==> src/rtl/icm_pkg.sv <==
// shared types and constants of the inverse colormap cache
// controller commands, status, state encoding and distance weights
// no dependencies
`default_nettype none
package icm_pkg;

  localparam int PALETTE_DEPTH_DEF   = 256;
  localparam int RED_CELL_BITS_DEF   = 5;
  localparam int GREEN_CELL_BITS_DEF = 6;
  localparam int BLUE_CELL_BITS_DEF  = 5;

  localparam int DIST_W = 20;

  localparam logic signed [10:0] RED_WT   = 11'sd2;
  localparam logic signed [10:0] GREEN_WT = 11'sd3;
  localparam logic signed [10:0] BLUE_WT  = 11'sd1;

  typedef enum logic [1:0] {
    CMD_WRITE  = 2'd0,
    CMD_LOOKUP = 2'd1,
    CMD_CLEAR  = 2'd2
  } cmd_code_t;

  typedef enum logic [1:0] {
    SEL_CELL = 2'd0,
    SEL_NEAR = 2'd1,
    SEL_FAR  = 2'd2
  } unit_sel_t;

  typedef enum logic [4:0] {
    ST_CLEAR,
    ST_IDLE,
    ST_LOOK,
    ST_CHECK,
    ST_P1_RD,
    ST_P1_NEAR,
    ST_P1_FAR,
    ST_P1_W1,
    ST_P1_W2,
    ST_P1_W3,
    ST_P2_RD,
    ST_P2_CHK,
    ST_F_RDC,
    ST_F_RDP,
    ST_F_RUN,
    ST_F_DRAIN,
    ST_W_RUN,
    ST_W_DRAIN,
    ST_LOOK2,
    ST_RESULT
  } state_t;

  typedef struct packed {
    logic      clr_step;
    logic      pal_write;
    logic      pix_load;
    logic      hit_latch;
    logic      p1_init;
    unit_sel_t sel;
    logic      cmin_write;
    logic      bmax_update;
    logic      ent_next;
    logic      p2_init;
    logic      cand_check;
    logic      fill_init;
    logic      pal_cand;
    logic      cell_issue;
    logic      cand_done;
    logic      wb_init;
    logic      wb_issue;
    logic      out_load;
  } ctrl_cmd_t;

  typedef struct packed {
    logic clr_last;
    logic hit;
    logic ent_last;
    logic cell_last;
    logic pipe_busy;
    logic cand_last;
    logic wb_busy;
    logic out_free;
  } ctrl_status_t;

endpackage
`default_nettype wire

==> src/rtl/icm_ctrl.sv <==
// controller state machine of the inverse colormap cache
// sequences clear, palette write, lookup, prune, box fill and write-back; uses icm_pkg
`default_nettype none
module icm_ctrl (
  input  wire logic                  clk,
  input  wire logic                  rst_n,
  input  wire logic                  in_tvalid,
  input  wire logic [1:0]            in_cmd,
  output logic                       in_tready,
  input  wire icm_pkg::ctrl_status_t status,
  output icm_pkg::ctrl_cmd_t         cmd
);
  import icm_pkg::*;

  state_t state_r, state_nxt;

  always_ff @(posedge clk) begin
    if (!rst_n) begin
      state_r <= ST_CLEAR;
    end else begin
      state_r <= state_nxt;
    end
  end

  always_comb begin
    state_nxt = state_r;
    case (state_r)
      ST_CLEAR:   if (status.clr_last) state_nxt = ST_IDLE;
      ST_IDLE: begin
        if (in_tvalid) begin
          case (cmd_code_t'(in_cmd))
            CMD_LOOKUP: state_nxt = ST_LOOK;
            CMD_CLEAR:  state_nxt = ST_CLEAR;
            default:    state_nxt = ST_IDLE;
          endcase
        end
      end
      ST_LOOK:    state_nxt = ST_CHECK;
      ST_CHECK:   state_nxt = status.hit ? ST_RESULT : ST_P1_RD;
      ST_P1_RD:   state_nxt = ST_P1_NEAR;
      ST_P1_NEAR: state_nxt = ST_P1_FAR;
      ST_P1_FAR:  state_nxt = ST_P1_W1;
      ST_P1_W1:   state_nxt = ST_P1_W2;
      ST_P1_W2:   state_nxt = ST_P1_W3;
      ST_P1_W3:   state_nxt = status.ent_last ? ST_P2_RD : ST_P1_RD;
      ST_P2_RD:   state_nxt = ST_P2_CHK;
      ST_P2_CHK:  state_nxt = status.ent_last ? ST_F_RDC : ST_P2_RD;
      ST_F_RDC:   state_nxt = ST_F_RDP;
      ST_F_RDP:   state_nxt = ST_F_RUN;
      ST_F_RUN:   if (status.cell_last) state_nxt = ST_F_DRAIN;
      ST_F_DRAIN: begin
        if (!status.pipe_busy) state_nxt = status.cand_last ? ST_W_RUN : ST_F_RDC;
      end
      ST_W_RUN:   if (status.cell_last) state_nxt = ST_W_DRAIN;
      ST_W_DRAIN: if (!status.wb_busy) state_nxt = ST_LOOK2;
      ST_LOOK2:   state_nxt = ST_RESULT;
      ST_RESULT:  if (status.out_free) state_nxt = ST_IDLE;
      default:    state_nxt = ST_IDLE;
    endcase
  end

  always_comb begin
    cmd       = '0;
    cmd.sel   = SEL_CELL;
    in_tready = 1'b0;
    case (state_r)
      ST_CLEAR:   cmd.clr_step = 1'b1;
      ST_IDLE: begin
        in_tready = 1'b1;
        if (in_tvalid) begin
          case (cmd_code_t'(in_cmd))
            CMD_WRITE:  cmd.pal_write = 1'b1;
            CMD_LOOKUP: cmd.pix_load = 1'b1;
            default:    cmd.pix_load = 1'b0;
          endcase
        end
      end
      ST_CHECK: begin
        cmd.hit_latch = 1'b1;
        cmd.p1_init   = !status.hit;
      end
      ST_P1_NEAR: cmd.sel = SEL_NEAR;
      ST_P1_FAR:  cmd.sel = SEL_FAR;
      ST_P1_W2:   cmd.cmin_write = 1'b1;
      ST_P1_W3: begin
        cmd.bmax_update = 1'b1;
        cmd.p2_init     = status.ent_last;
        cmd.ent_next    = !status.ent_last;
      end
      ST_P2_CHK: begin
        cmd.cand_check = 1'b1;
        cmd.fill_init  = status.ent_last;
        cmd.ent_next   = !status.ent_last;
      end
      ST_F_RDP:   cmd.pal_cand = 1'b1;
      ST_F_RUN: begin
        cmd.pal_cand   = 1'b1;
        cmd.cell_issue = 1'b1;
      end
      ST_F_DRAIN: begin
        cmd.pal_cand  = 1'b1;
        cmd.cand_done = !status.pipe_busy;
        cmd.wb_init   = !status.pipe_busy && status.cand_last;
      end
      ST_W_RUN:   cmd.wb_issue = 1'b1;
      ST_RESULT:  cmd.out_load = status.out_free;
      default:    cmd.clr_step = 1'b0;
    endcase
  end

endmodule
`default_nettype wire

==> config.mk <==
export PLATFORM = sky130hd
export DESIGN_NAME = icm_ctrl
export DESIGN_NICKNAME = d
export VERILOG_FILES = /design/src/rtl/icm_pkg.sv /design/src/rtl/icm_ctrl.sv
export SDC_FILE = /design/constraint.sdc
export NUM_CORES = 1
export LEC_CHECK = 0
export ABC_CLOCK_PERIOD_IN_PS = 1450
export BUFFER_PORTS_ARGS = -buffer_cell sky130_fd_sc_hd__buf_2
export CAP_MARGIN = 10
export CORE_AREA = 3 3 47 49
export DETAILED_ROUTE_END_ITERATION = 7
export DIE_AREA = 0 0 50 52
export GPL_TIMING_DRIVEN = 1
export PLACE_DENSITY_LB_ADDON = 0.05
export SYNTH_ARGS = -nofsm -noshare
export SYNTH_HDL_FRONTEND = slang
export SYNTH_SLANG_ARGS = --single-unit
==> constraint.sdc <==
create_clock -name clk -period 1.45 [get_ports clk]
set_input_delay 0.0725 -clock clk [delete_from_list [all_inputs] [get_ports clk]]
set_output_delay 0.0725 -clock clk [all_outputs]
set_load 0.03 [all_outputs]
; ---- Word level (Yosys, flattened, before mapping)
; Index checks and enable logic that the tools add are counted.
[word_totals]
reg_bits = 5
output_inout_bits = 20
input_bits = 13
word_cells = 69
[op_classes]
n_mux = 31
eq_ne = 28
reduce_logical = 9
[ops]
columns = cell, count
row1 = $pmux W5 S20, 1
row2 = $mux W5, 9
row3 = $eq A5 B4 Y1 const B, 8
row4 = $eq A5 B3 Y1 const B, 4
row5 = $eq A5 B5 Y1 const B, 4
row6 = $ne A2 B2 Y1 const B, 7
row7 = $mux W1, 12
row8 = $eq A5 B2 Y1 const B, 2
row9 = $mux W2, 5
row10 = $pmux W2 S2, 2
row11 = $reduce_and A7 Y1, 1
row12 = $eq A5 B1 Y1 const B, 1
row13 = $logic_not A5 Y1, 1
row14 = $mux W4, 1
row15 = $logic_not A1 Y1, 3
row16 = $mux W3, 1
row17 = $reduce_or A3 Y1, 1
row18 = $eq A2 B1 Y1 const B, 1
row19 = $eq A2 B2 Y1 const B, 1
row20 = $logic_not A2 Y1, 1
row21 = $reduce_or A2 Y1, 1
row22 = $logic_and A1 B1 Y1, 1

; ---- Longest topological paths before layout
; Gate-level depths: netlist of the first run.
[depth]
depth_word = 4
mapped_depth = 7
mapped_depth_nobuf = 6

; ---- Least setup slack after synthesis of the first run
; No wires, ideal clock.
[synth_timing]
kind = register to register
from = reg state_r[3]
to = reg state_r[2]
path_stages_with_launch = 6
setup_time_ns = 0.132
n_path_buf = 0
required_time_ns = 1.318
synth_period_minus_slack_ns = 1.970
slack_ns = -0.520
arrival_time_ns = 1.837
cell_sequence = dfxtp_1 or3_4 nor3_1 and3b_1 o41ai_1 mux2i_1
[synth_via]
elab_chain_len = 3
word_cells_on_any_way = 29
cone_classes = eq/ne: 26 / mux: 1 / reduce/logical: 2
[synth_rtl]
columns = element, line_no
row1 = from (decl), icm_ctrl.sv:15  ; state_t state_r, state_nxt;
row2 = from (signal assigned), icm_ctrl.sv:21  ; state_r <= state_nxt;
row3 = "$eq A5 B4 Y1, or another cell as far along", icm_ctrl.sv:27  ; case (state_r)
row4 = $ne A2 B2 Y1 (no line), --
row5 = $reduce_and A7 Y1 (no line), --
; Parallel ways exist; a longest one is shown, timed or not.
; A chain may end at the register's enable or synchronous reset.

; ---- Worst setup path after layout of the first run
[layout_timing]
from = reg state_r[4]
to = reg state_r[1]
; The elaborated chain is that of the path after synthesis.

==> results of run 1 <==
[tightest hold or removal path: cells and delay by family]
family	cells	cell delay, ns
AO/OA/AOI/OAI	1	0.04
AND/OR/NAND/NOR	1	0.08
buffers and inverters	1	0.14
[how the worst min path moves through the flow]
stage / start / to / slack [ns] / cells after the start
5_1_grt: rst_n / state_r[0]$_SDFFE_PN0P_ / 0.14 / 3
6_report: rst_n / state_r[0]$_SDFFE_PN0P_ / 0.14 / 3
3_3_place_gp: rst_n / state_r[0]$_SDFFE_PN0P_ / 0.39 / 3
3_5_place_dp: rst_n / state_r[0]$_SDFFE_PN0P_ / 0.39 / 3
2_1_floorplan: status[3] / cmd[3] / 0.19 / 1
4_1_cts: rst_n / state_r[4]$_SDFFE_PN0P_ / 0.13 / 3
[metrics by stage]
step | util, % | hold slack (ns)
6_report | 79.80 | 0.1391
4_1_cts | 75.13 | 0.1339
3_3_place_gp | 64.34 | 0.3903
5_1_grt | 79.80 | 0.1414
2_1_floorplan | - | 0.1897
3_5_place_dp | 64.34 | 0.3930
[cells in the final DEF (no fill, tap or decap), types with 3 or more instances in the layout]
master / count
sky130_fd_sc_hd__nand2b_4: 3
sky130_fd_sc_hd__mux2i_1: 4
sky130_fd_sc_hd__clkbuf_4: 3
sky130_fd_sc_hd__nor2_4: 4
sky130_fd_sc_hd__nor3_4: 4
sky130_fd_sc_hd__nand2_1: 11
sky130_fd_sc_hd__buf_4: 39
sky130_fd_sc_hd__o21ai_0: 3
sky130_fd_sc_hd__nor2_1: 8
sky130_fd_sc_hd__a21oi_1: 7
sky130_fd_sc_hd__nor3_2: 5
sky130_fd_sc_hd__nor4_4: 3
sky130_fd_sc_hd__inv_1: 6
sky130_fd_sc_hd__dfxtp_2: 4
sky130_fd_sc_hd__buf_2: 15
sky130_fd_sc_hd__buf_6: 15
[Yosys cell counts (all sizes together)]
cell | n | area, um^2
o41ai | 1 | 8.760
o2bb2ai | 1 | 8.760
a21oi | 7 | 35.03
o32ai | 2 | 17.52
nor2 | 12 | 45.04
o21bai | 1 | 7.510
or3 | 3 | 23.77
clkbuf | 4 | 15.01
or4 | 1 | 7.510
nor4b | 1 | 8.760
buf | 5 | 33.78
or2 | 1 | 6.260
ha | 2 | 25.02
nand2b | 5 | 31.28
o31ai | 1 | 7.510
dfxtp | 5 | 100.1
nand3 | 3 | 20.02
nor3b | 1 | 7.510
or3b | 1 | 11.26
nor4bb | 1 | 10.01
mux2i | 4 | 40.04
nor3 | 10 | 55.05
and3b | 2 | 17.52
nand2 | 12 | 45.04
and4b | 1 | 10.01
inv | 6 | 22.52
o21ai | 3 | 15.01
and3 | 2 | 12.51
a221oi | 1 | 8.760
and2 | 2 | 12.51
o21a | 1 | 7.510
mux2 | 1 | 11.26
nor2b | 2 | 12.51
a211oi | 2 | 20.02
xor2 | 1 | 8.760
nor4 | 5 | 31.28
[cell type report]
class	instances	area, um^2	area share [%]
Multi-Input combinational cell	93	789.5	52.02
Inverter	6	22.52	1.484
Tap cell	27	33.78	2.226
Sequential cell	5	108.9	7.172
Timing Repair Buffer	69	536.8	35.37
Clock buffer	4	26.28	1.731
[repair_timing]
action	4_1_cts	5_1_grt
pin swaps	1	1
gates cloned	0	0
endpoints found under the setup margin	22	22
hold endpoints to repair	0	0
resized for setup	42	26
setup buffers	4	0
[cell families after synthesis]
kind of cell / after synthesis / share of synthesized area [%]
buffers and inverters: 15 / 9.374
multiplexers: 5 / 6.744
AND/OR/NAND/NOR: 65 / 48.35
XOR/XNOR: 1 / 1.152
AO/OA/AOI/OAI: 20 / 17.93
flip-flops: 5 / 13.16
adder cells (fa/ha/maj): 2 / 3.289
[metal layers]
layer / GRT usage (%) / up-vias / routed length [um]
li1: - / 536 / -
met1: 26.63 / 511 / 1241
met2: 42.39 / 45 / 1614
met3: 2.579 / 10 / 140
met4: 11.06 / 0 / 75
met5: 0 / - / 0
[power by group]
group / leakage, nW / switching [mW] / internal (mW)
sequential: 0.0432 / 0.00449 / 0.140
clock: 0.0150 / 0.0524 / 0.104
combinational: 0.623 / 0.113 / 0.0870
==> parameters.txt, run 1 <==
Parameter                              Value

Run status
  Result of the run ... finished, violations left
  Violated checks ... setup timing

STA
  Least-Margin Pin Slew ... 0.3612 ns
  Fin worst setup slack ... -0.1762 ns
  Total count of hold-check failures in the final report ... 0
  Unrepaired setup endpoints after global routing ... true
  Number of setup violations in the final report ... 14
  Pins over their slew limit ... 0
  Crit share post-route ... 112.1%
  Accumulated negative setup slack ... -1.489 ns
  Crit path time final ... 1.626 ns
  Max Clk Rate ... 0.6149 GHz
  Normalized max-slew margin ... roughly 76%
  Post-Route Skew ... 0.0007831 ns

Setup path
  Cells on worst reg2reg path ... 5
  Crit path buf inv count ... 0
  CP max-delay cell ... sky130_fd_sc_hd__or4_4
  Arrival time at the worst endpoint ... about 1.7 ns
  WS Path Type ... reg -> reg
  Crit Path Max Fanout ... 4
  Number of cells on the critical path ... 5
  Required @ worst endpoint ... between 1.5 and 2 ns
  Worst setup EP type ... register
  Sort of element at the start of the critical path ... register
  R2R setup slack ... -0.18 ns
  Worst path max stage delay ... between 0.4 and 0.5 ns
  Series of cell instances along the critical path ... or3_4 > or4_4 > nand3_2 > nor3_4 > mux2i_1
  Endpoint of the most critical register-to-register path ... state_r[1]$_SDFFE_PN0P_
  CP endpoint ... state_r[1]$_SDFFE_PN0P_
  Critical Path Source ... state_r[4]$_SDFFE_PN0P_
  Kind of cell adding the most delay to the critical path ... simple AND/OR/NAND/NOR gates
  Reg-to-Reg Start ... state_r[4]$_SDFFE_PN0P_

Route
  Total Routed Length ... roughly 3100 um
  Detailed-routing iteration count for the pre-antenna-repair pass ... 4
  DRC ... 0
  Via density per instance ... about 5.4
  Detailed Route Iter0 Violations ... 25
  Post-route antenna net violation count ... 0
  Detailed-route wire length per cell ... 15.06 um
  Total number of vias ... about 1100

Synth
  Synth warnings ... 0
  Post-synthesis cell type count ... 42
  Mapped Avg Cell Area ... between 6 and 7 um^2
  Gate count of the mapped netlist ... ~110
  Cell Area, Synth ... 760.7 um^2
  Synthesized Nets ... 128
  Sequential area share after synthesis ... 13.16%
  Flip-flop and latch count after synthesis ... 5

Placed design
  Number of I/O port buffers ... 32
  Post-detailed-placement half-perimeter wirelength ... 2119 um
  Placed Instance Area ... 1224 um^2
  Dpl ws ... -0.2108 ns
  Weighted congestion at the end of routability-driven global placement ... 0.9322
  Dpl cells ... 196

Finish
  Cell area after layout ... 1518 um^2
  Total Nets Final ... 193
  Layout cell share with drive strength beyond 1 ... 62.15%
  Antenna fix cells ... 0
  Fill cells ... 137
  Area growth from synthesis to layout ... 99.51%
  Largest registers ranked by flip-flop count ... state_r (5)
  Biggest register ... state_r
  Non-filler cells in the finished layout ... 204
  Largest register FFs ... 5

Clock network
  Clock tree root driver cell ... sky130_fd_sc_hd__clkbuf_4
  Bufs on Longest Clock Path ... 2
  Clock Sink Count ... 5
  Clock transition at the register clock pins on the worst setup and hold paths after CTS ... 0.04 ns
  TritonCTS clock tree ... built
  Number of H-tree levels ... 1
  Post-CTS Hold Fix Bufs ... 0
  TritonCTS Buffers ... 3
  Clock network latency to the later pin of the worst-skew pair ... 0.24 ns

Global routing
  Aggregate global routing overflow ... 0
  Via count of the first global-routing pass ... 1055
  Pin count of the biggest net entering global routing ... 11
  Aggregate global-route resource usage ... 23.21%
  Global-route wire length before repair ... between 4000 and 5000 um
  Antenna violations before repair ... 0

Run
  Reported max-cap violation count ... 0

Floorplanning
  Number of placement rows ... 16
  Core ar. ... 1902 um^2
  Die area ... approximately 2600 um^2
  Width of the die ... 50 um
  Effective utilization at floorplan ... 40.00%
  Vertical extent of the die ... 52 um
  IO Count ... 33

Power
  PD cells ... 329.8 nW/um^2
  Static Leak ... 0.6809 nW
  Max VDD drop ... 0.6232 mV
  Total chip power ... 0.5006 mW

Min path
  Hold Crit Class ... in -> reg
Note: power is estimated with default switching activity, not from simulation.
==> run 2: changes to the inputs <==
CORE_AREA = 3 3 46 48   (was 3 3 47 49)
CTS_BUF_LIST = sky130_fd_sc_hd__clkbuf_4   (was default)
DIE_AREA = 0 0 49 51   (was 0 0 50 52)
==> run 2 against run 1 <==
  * The run still ends with setup timing left
  * Die area down 3.9%
  * Final area is 4.3% higher
  * Combinational power grew 15%
  * Sequential power barely moved
  * Clock power rose by 21%
  * Clock skew grew 0.0094 ns
  * Sequential share of layout area is 0.29 points lower
  * Register-to-register slack lost 0.07 ns
  * Power increased by 12%
  * Final cell count down 2.0%
  * Critical path depth rose by 1
  * Worst hold slack better by 0.0092 ns
  * Critical path type unchanged
  * Critical endpoint is now state_r[2]$_SDFFE_PN0P_
  * Largest power group unchanged
  * Highest routed layer unchanged
==> parameters.txt, run 2 (synthesis results as in run 1) <==
Parameter                              Value

Setup path
  Sort of element at the start of the critical path ... register (unchanged)
  Arrival time at the worst endpoint ... 1.81 ns (was 1.73 ns)
  Kind of cell adding the most delay to the critical path ... compound AO/OA/AOI/OAI gates (was simple AND/OR/NAND/NOR gates)
  Crit Path Max Fanout ... 8 (was 4)
  Required @ worst endpoint ... 1.56 ns (was 1.55 ns)
  WS Path Type ... reg -> reg (unchanged)
  Worst path max stage delay ... 0.47 ns (was 0.44 ns)
  Crit path buf inv count ... 1 (was 0)
  CP max-delay cell ... sky130_fd_sc_hd__o41ai_1 (was sky130_fd_sc_hd__or4_4)
  Worst setup EP type ... register (unchanged)
  Series of cell instances along the critical path ... buf_6 > nand2_1 > a21oi_1 > nor3b_1 > o41ai_1 > mux2i_1 (was or3_4 > or4_4 > nand3_2 > nor3_4 > mux2i_1)

Floorplanning
  Number of placement rows ... 15 (was 16)
  IO Count ... 33 (unchanged)
  Vertical extent of the die ... 51 um (was 52 um)
  Core ar. ... 1745 um^2 (was 1902 um^2)
  Width of the die ... 49 um (was 50 um)
  Effective utilization at floorplan ... 43.58% (was 40.00%)
  Die area ... 2499 um^2 (was 2600 um^2)

Finish
  Total Nets Final ... 191 (was 193)
  Biggest register ... state_r (unchanged)
  Antenna fix cells ... 0 (unchanged)
  Layout cell share with drive strength beyond 1 ... 65.71% (was 62.15%)
  Largest register FFs ... 5 (unchanged)
  Commonest non-fill, non-tap cells in the layout ... 32 x sky130_fd_sc_hd__buf_4, 22 x sky130_fd_sc_hd__buf_6, 12 x sky130_fd_sc_hd__buf_2 (was 39 x sky130_fd_sc_hd__buf_4, 15 x sky130_fd_sc_hd__buf_2, 15 x sky130_fd_sc_hd__buf_6)
  Area growth from synthesis to layout ... 108.1% (was 99.51%)
  Cell area after layout ... 1583 um^2 (was 1518 um^2)
  Non-filler cells in the finished layout ... 200 (was 204)
  Largest registers ranked by flip-flop count ... state_r (5) (unchanged)
  Most common library cell in the layout ignoring fill and taps ... sky130_fd_sc_hd__buf_4 (unchanged)
  Fill cells ... 79 (was 137)

Global routing
  Antenna violations before repair ... 0 (unchanged)
  Via count of the first global-routing pass ... 1044 (was 1055)
  Global-route wire length before repair ... 4864 um (was 4629 um)
  Aggregate global-route resource usage ... 25.44% (was 23.21%)
  Aggregate global routing overflow ... 0 (unchanged)
  Pin count of the biggest net entering global routing ... 14 (was 11)

Placed design
  Dpl cells ... 189 (was 196)
  Placed Instance Area ... 1184 um^2 (was 1224 um^2)
  Number of I/O port buffers ... 32 (unchanged)
  Weighted congestion at the end of routability-driven global placement ... 0.8586 (was 0.9322)
  Dpl ws ... -0.2900 ns (was -0.2108 ns)
  Post-detailed-placement half-perimeter wirelength ... 2056 um (was 2119 um)

Clock network
  Bufs on Longest Clock Path ... 2 (unchanged)
  Clock Sink Count ... 5 (unchanged)
  Clock tree root driver cell ... sky130_fd_sc_hd__clkbuf_4 (unchanged)
  TritonCTS clock tree ... built (unchanged)
  Clock network latency to the later pin of the worst-skew pair ... 0.25 ns (was 0.24 ns)
  Number of H-tree levels ... 1 (unchanged)
  Clock transition at the register clock pins on the worst setup and hold paths after CTS ... 0.05 ns (was 0.04 ns)
  TritonCTS Buffers ... 3 (unchanged)

Run
  Reported max-cap violation count ... 0 (unchanged)

Route
  Detailed Route Iter0 Violations ... 23 (was 25)
  DRC ... 0 (unchanged)
  Total number of vias ... 1148 (was 1102)
  Post-route antenna net violation count ... 0 (unchanged)
  Detailed-route wire length per cell ... 17.66 um (was 15.06 um)
  Detailed-routing iteration count for the pre-antenna-repair pass ... 4 (unchanged)
  Via density per instance ... 5.740 (was 5.402)
  Total Routed Length ... 3532 um (was 3072 um)

STA
  Normalized max-slew margin ... 69.07% (was 75.83%)
  Number of setup violations in the final report ... 19 (was 14)
  Post-Route Skew ... 0.01018 ns (was 0.0007831 ns)
  Max Clk Rate ... 0.5890 GHz (was 0.6149 GHz)
  Unrepaired setup endpoints after global routing ... true (unchanged)
  Least-Margin Pin Slew ... 0.4580 ns (was 0.3612 ns)
  Crit path time final ... 1.698 ns (was 1.626 ns)
  Crit share post-route ... 117.1% (was 112.1%)
  Pins over their slew limit ... 0 (unchanged)
  Fin worst setup slack ... -0.2479 ns (was -0.1762 ns)
  Total count of hold-check failures in the final report ... 0 (unchanged)

Min path
  Hold Crit Class ... in -> reg (unchanged)

Power
  Total chip power ... 0.5617 mW (was 0.5006 mW)
  PD cells ... 354.9 nW/um^2 (was 329.8 nW/um^2)
  Static Leak ... 0.7029 nW (was 0.6809 nW)
  Max VDD drop ... 0.5802 mV (was 0.6232 mV)

Run status
  Result of the run ... finished, violations left (unchanged)
  Violated checks ... setup timing (unchanged)
[run 2: metrics by stage]
stage	TNS [ns]	util [%]	hold slack, ns
global placement	-0.9242	67.81	0.3965
global route	-3.081	90.68	0.1663
CTS	-1.867	80.22	0.1281
finish	-1.943	90.68	0.1483
floorplan	-1.796	-	0.1897
detailed placement	-1.284	67.81	0.3937
[run 2: worst paths after layout]
kind | start | endpoint | slack, ns | cells past startpoint
min | rst_n | state_r[1]$_SDFFE_PN0P_ | 0.15 | 3
min reg2reg | state_r[2]$_SDFFE_PN0P_ | state_r[3]$_SDFFE_PN0P_ | 0.55 | 2
max | state_r[1]$_SDFFE_PN0P_ | state_r[2]$_SDFFE_PN0P_ | -0.25 | 6
max reg2reg | state_r[1]$_SDFFE_PN0P_ | state_r[2]$_SDFFE_PN0P_ | -0.25 | 6
[run 2: layer usage]
layer / vias up / global-route usage, % / wire length [um]
met5: - / 0 / 0
met1: 548 / 30.18 / 1373
met2: 55 / 47.06 / 1860
li1: 533 / - / -
met4: 0 / 7.583 / 86
met3: 12 / 3.790 / 211
[run 2: final cells by class]
class	count	area [um^2]	share of cell area (%)
multi-input combinational	93	827.0	52.25
timing repair buffer	67	563.0	35.57
sequential	5	108.9	6.877
tap	25	31.28	1.976
clock buffer	4	30.03	1.897
inverter	6	22.52	1.423
[run 2: report_power, final]
part | internal, mW | switching (mW)
Clock | 0.123 | 0.0647
Sequential | 0.140 | 0.00396
Combinational | 0.107 | 0.123
[run 2: repair_timing]
action	CTS	global route
endpoints found under the hold margin	0	0
cloned	0	0
hold buffers	0	0
pin swaps	3	3
setup endpoints to repair	24	25
buffers inserted	2	5
gates resized for setup	49	40
[run 2: worst reg2reg max path, delay by kind of cell, from the launching register on]
kind / cells / cell delay (ns)
buffers and inverters: 1 / 0.15
AND/OR/NAND/NOR: 2 / 0.20
flip-flops: 1 / 0.40
multiplexers: 1 / 0.15
AO/OA/AOI/OAI: 2 / 0.67
==> run 3: changes to the inputs <==
CTS_BUF_LIST = sky130_fd_sc_hd__clkbuf_8   (was sky130_fd_sc_hd__clkbuf_4)
SLEW_MARGIN = 15   (was default)
==> run 3 against run 2 <==
  * The run still ends with setup timing left
  * Power grew 13%
  * Die area is the same
  * Worst hold slack gained 0.019 ns
  * Clock power grew 35%
  * Sequential share of layout area shrank 0.096 points
  * Routed wire length grew 2.2%
  * Setup slack lost 0.016 ns
  * Largest cell class unchanged
==> parameters.txt, run 3 (synthesis results as in run 1) <==
Parameter                              Value

Run status
  Result of the run ... finished, violations left (unchanged)
  Violated checks ... setup timing (unchanged)

Route
  Total Routed Length ... 3610 um (was 3532 um)
  Detailed-route wire length per cell ... 17.78 um (was 17.66 um)
  Total number of vias ... 1184 (was 1148)
  Via density per instance ... 5.833 (was 5.740)
  DRC ... 0 (unchanged)
  Post-route antenna net violation count ... 0 (unchanged)
  Detailed-routing iteration count for the pre-antenna-repair pass ... 4 (unchanged)
  Detailed Route Iter0 Violations ... 46 (was 23)

Finish
  Largest registers ranked by flip-flop count ... state_r (5) (unchanged)
  Biggest register ... state_r (unchanged)
  Layout cell share with drive strength beyond 1 ... 64.04% (was 65.71%)
  Antenna fix cells ... 0 (unchanged)
  Cell area after layout ... 1605 um^2 (was 1583 um^2)
  Non-filler cells in the finished layout ... 203 (was 200)
  Commonest non-fill, non-tap cells in the layout ... 36 x sky130_fd_sc_hd__buf_4, 18 x sky130_fd_sc_hd__buf_6, 13 x sky130_fd_sc_hd__buf_2 (was 32 x sky130_fd_sc_hd__buf_4, 22 x sky130_fd_sc_hd__buf_6, 12 x sky130_fd_sc_hd__buf_2)
  Largest register FFs ... 5 (unchanged)
  Most common library cell in the layout ignoring fill and taps ... sky130_fd_sc_hd__buf_4 (unchanged)
  Area growth from synthesis to layout ... 111.0% (was 108.1%)
  Final core utilization ... 91.97% (was 90.68%)
  Total Nets Final ... 194 (was 191)

Global routing
  Busiest metal layer after global routing ... met2 (unchanged)
  Via count of the first global-routing pass ... 1072 (was 1044)
  Antenna violations before repair ... 0 (unchanged)
  Global-route met1 utilization ... 30.40% (was 30.18%)
  Aggregate global routing overflow ... 0 (unchanged)
  Global routing met2 resource utilization ... 45.48% (was 47.06%)
  Pin count of the biggest net entering global routing ... 14 (unchanged)
  Global-route wire length before repair ... 4878 um (was 4864 um)
  Aggregate global-route resource usage ... 25.26% (was 25.44%)
  Met3 track demand over resource in global routing ... 4.373% (was 3.790%)

Placed design
  Dpl cells ... 189 (unchanged)
  Number of I/O port buffers ... 32 (unchanged)
  Weighted congestion at the end of routability-driven global placement ... 0.8586 (unchanged)
  Placed Instance Area ... 1184 um^2 (unchanged)
  Post-detailed-placement half-perimeter wirelength ... 2056 um (unchanged)

Floorplanning
  Effective utilization at floorplan ... 43.58% (unchanged)
  Die area ... 2499 um^2 (unchanged)
  Core ar. ... 1745 um^2 (unchanged)
  Width of the die ... 49 um (unchanged)
  IO Count ... 33 (unchanged)
  Number of placement rows ... 15 (unchanged)
  Vertical extent of the die ... 51 um (unchanged)

STA
  Number of setup violations in the final report ... 17 (was 19)
  Fin worst setup slack ... -0.2641 ns (was -0.2479 ns)
  Total count of hold-check failures in the final report ... 0 (unchanged)
  Post-Route Skew ... 0.003625 ns (was 0.01018 ns)
  Unrepaired setup endpoints after global routing ... true (unchanged)
  Crit path time final ... 1.714 ns (was 1.698 ns)
  Pins over their slew limit ... 0 (unchanged)
  Least-Margin Pin Slew ... 0.4420 ns (was 0.4580 ns)
  Normalized max-slew margin ... 70.53% (was 69.07%)
  Worst hold slack ... 0.1675 ns (was 0.1483 ns)
  Max Clk Rate ... 0.5834 GHz (was 0.5890 GHz)
  Crit share post-route ... 118.2% (was 117.1%)

Setup path
  Crit Path Max Fanout ... 6 (was 8)
  Arrival time at the worst endpoint ... 1.85 ns (was 1.81 ns)
  Sort of element at the start of the critical path ... register (unchanged)
  Worst setup EP type ... register (unchanged)
  Required @ worst endpoint ... 1.58 ns (was 1.56 ns)
  Cells on worst reg2reg path ... 5 (was 6)
  WS Path Type ... reg -> reg (unchanged)

Clock network
  Number of H-tree levels ... 1 (unchanged)
  TritonCTS Buffers ... 3 (unchanged)
  Clock tree root driver cell ... sky130_fd_sc_hd__clkbuf_8 (was sky130_fd_sc_hd__clkbuf_4)
  Post-CTS Hold Fix Bufs ... 0 (unchanged)
  Clock Sink Count ... 5 (unchanged)
  Bufs on Longest Clock Path ... 2 (unchanged)
  TritonCTS clock tree ... built (unchanged)
  Clock network latency to the later pin of the worst-skew pair ... 0.22 ns (was 0.25 ns)
  Clock transition at the register clock pins on the worst setup and hold paths after CTS ... 0.04 ns (was 0.05 ns)

Power
  Switching pwr ... 0.2015 mW (was 0.1916 mW)
  Internal Pwr Total ... 0.4323 mW (was 0.3702 mW)
  Fraction of power consumed by sequential logic ... 22.8% (was 25.7%)
  Combinational Power Share ... 37.1% (was 40.9%)
  Max VDD drop ... 0.8774 mV (was 0.5802 mV)
  Clk network pwr share ... 40.1% (was 33.4%)
  PD cells ... 394.8 nW/um^2 (was 354.9 nW/um^2)
  Static Leak ... 0.7354 nW (was 0.7029 nW)
  Switching share of power ... 31.80% (was 34.10%)

Run
  Reported max-cap violation count ... 0 (unchanged)

Min path
  Hold Crit Class ... in -> reg (unchanged)
  Cell count of the worst hold path ... 3 (unchanged)
-- run 3: cell count changes in the layout (fill, tap and decap cells not counted), sizes merged --
cell,previous run,this run
buf,67,70
inv,6,7
clkbuf,4,3
-- run 3: worst max-delay path, cell delays in order, from the launching register on --
cell and delay [ns]:
sky130_fd_sc_hd__dfxtp_2 0.35, sky130_fd_sc_hd__or3b_4 0.40, sky130_fd_sc_hd__or3_1 0.35, sky130_fd_sc_hd__a21oi_1 0.26, sky130_fd_sc_hd__nor4_2 0.08, sky130_fd_sc_hd__a211oi_2 0.19
-- run 3: path summary, 6_finish.rpt --
path | slack (ns) | endpoint | start
setup / recovery | -0.26 | state_r[0]$_SDFFE_PN0P_ | state_r[2]$_SDFFE_PN0P_
hold / removal | 0.17 | state_r[1]$_SDFFE_PN0P_ | rst_n
setup reg to reg | -0.26 | state_r[0]$_SDFFE_PN0P_ | state_r[2]$_SDFFE_PN0P_
hold reg to reg | 0.56 | state_r[2]$_SDFFE_PN0P_ | state_r[2]$_SDFFE_PN0P_
-- run 3: power groups by stage --
stage / registers [mW] / clock network, mW / logic, mW
6_report: 0.145 / 0.254 / 0.235
5_1_grt: 0.145 / 0.271 / 0.249
4_1_cts: 0.144 / 0.250 / 0.206
3_5_place_dp: 0.147 / 0 / 0.172
3_3_place_gp: 0.147 / 0 / 0.171
2_1_floorplan: 0.147 / 0 / 0.106
-- run 3: final cells by class --
cell class	instances	area, um^2
inverter	6	22.52
sequential	5	108.9
fill	68	140.1
clock buffer	3	41.29
clock inverter	1	3.754
tap	25	31.28
timing repair buffer	70	583.1
multi-input combinational	93	814.5
-- run 3: repair_timing --
item,4_1_cts,5_1_grt
pin swaps,3,1
endpoints found under the setup margin,24,25
buffers inserted,2,8
resized for setup,51,29
-- run 3: routing by layer --
| metal | vias to the layer above | share of wire [%] |
|---|---|---|
| met5 | - | 0 |
| met4 | 0 | 3.6 |
| met3 | 16 | 7.2 |
| met2 | 71 | 52 |
| met1 | 558 | 38 |
| li1 | 539 | - |
-- run 3: through the flow --
| stage | setup slack (ns) | power [mW] | TNS [ns] |
|---|---|---|---|
| detailed placement | -0.2900 | 0.3185 | -1.284 |
| floorplan | -0.2838 | 0.2526 | -1.796 |
| CTS | -0.1912 | 0.6010 | -1.718 |
| global route | -0.2772 | 0.6643 | -2.759 |
| global placement | -0.1862 | 0.3176 | -0.9242 |
| finish | -0.2641 | 0.6338 | -1.855 |
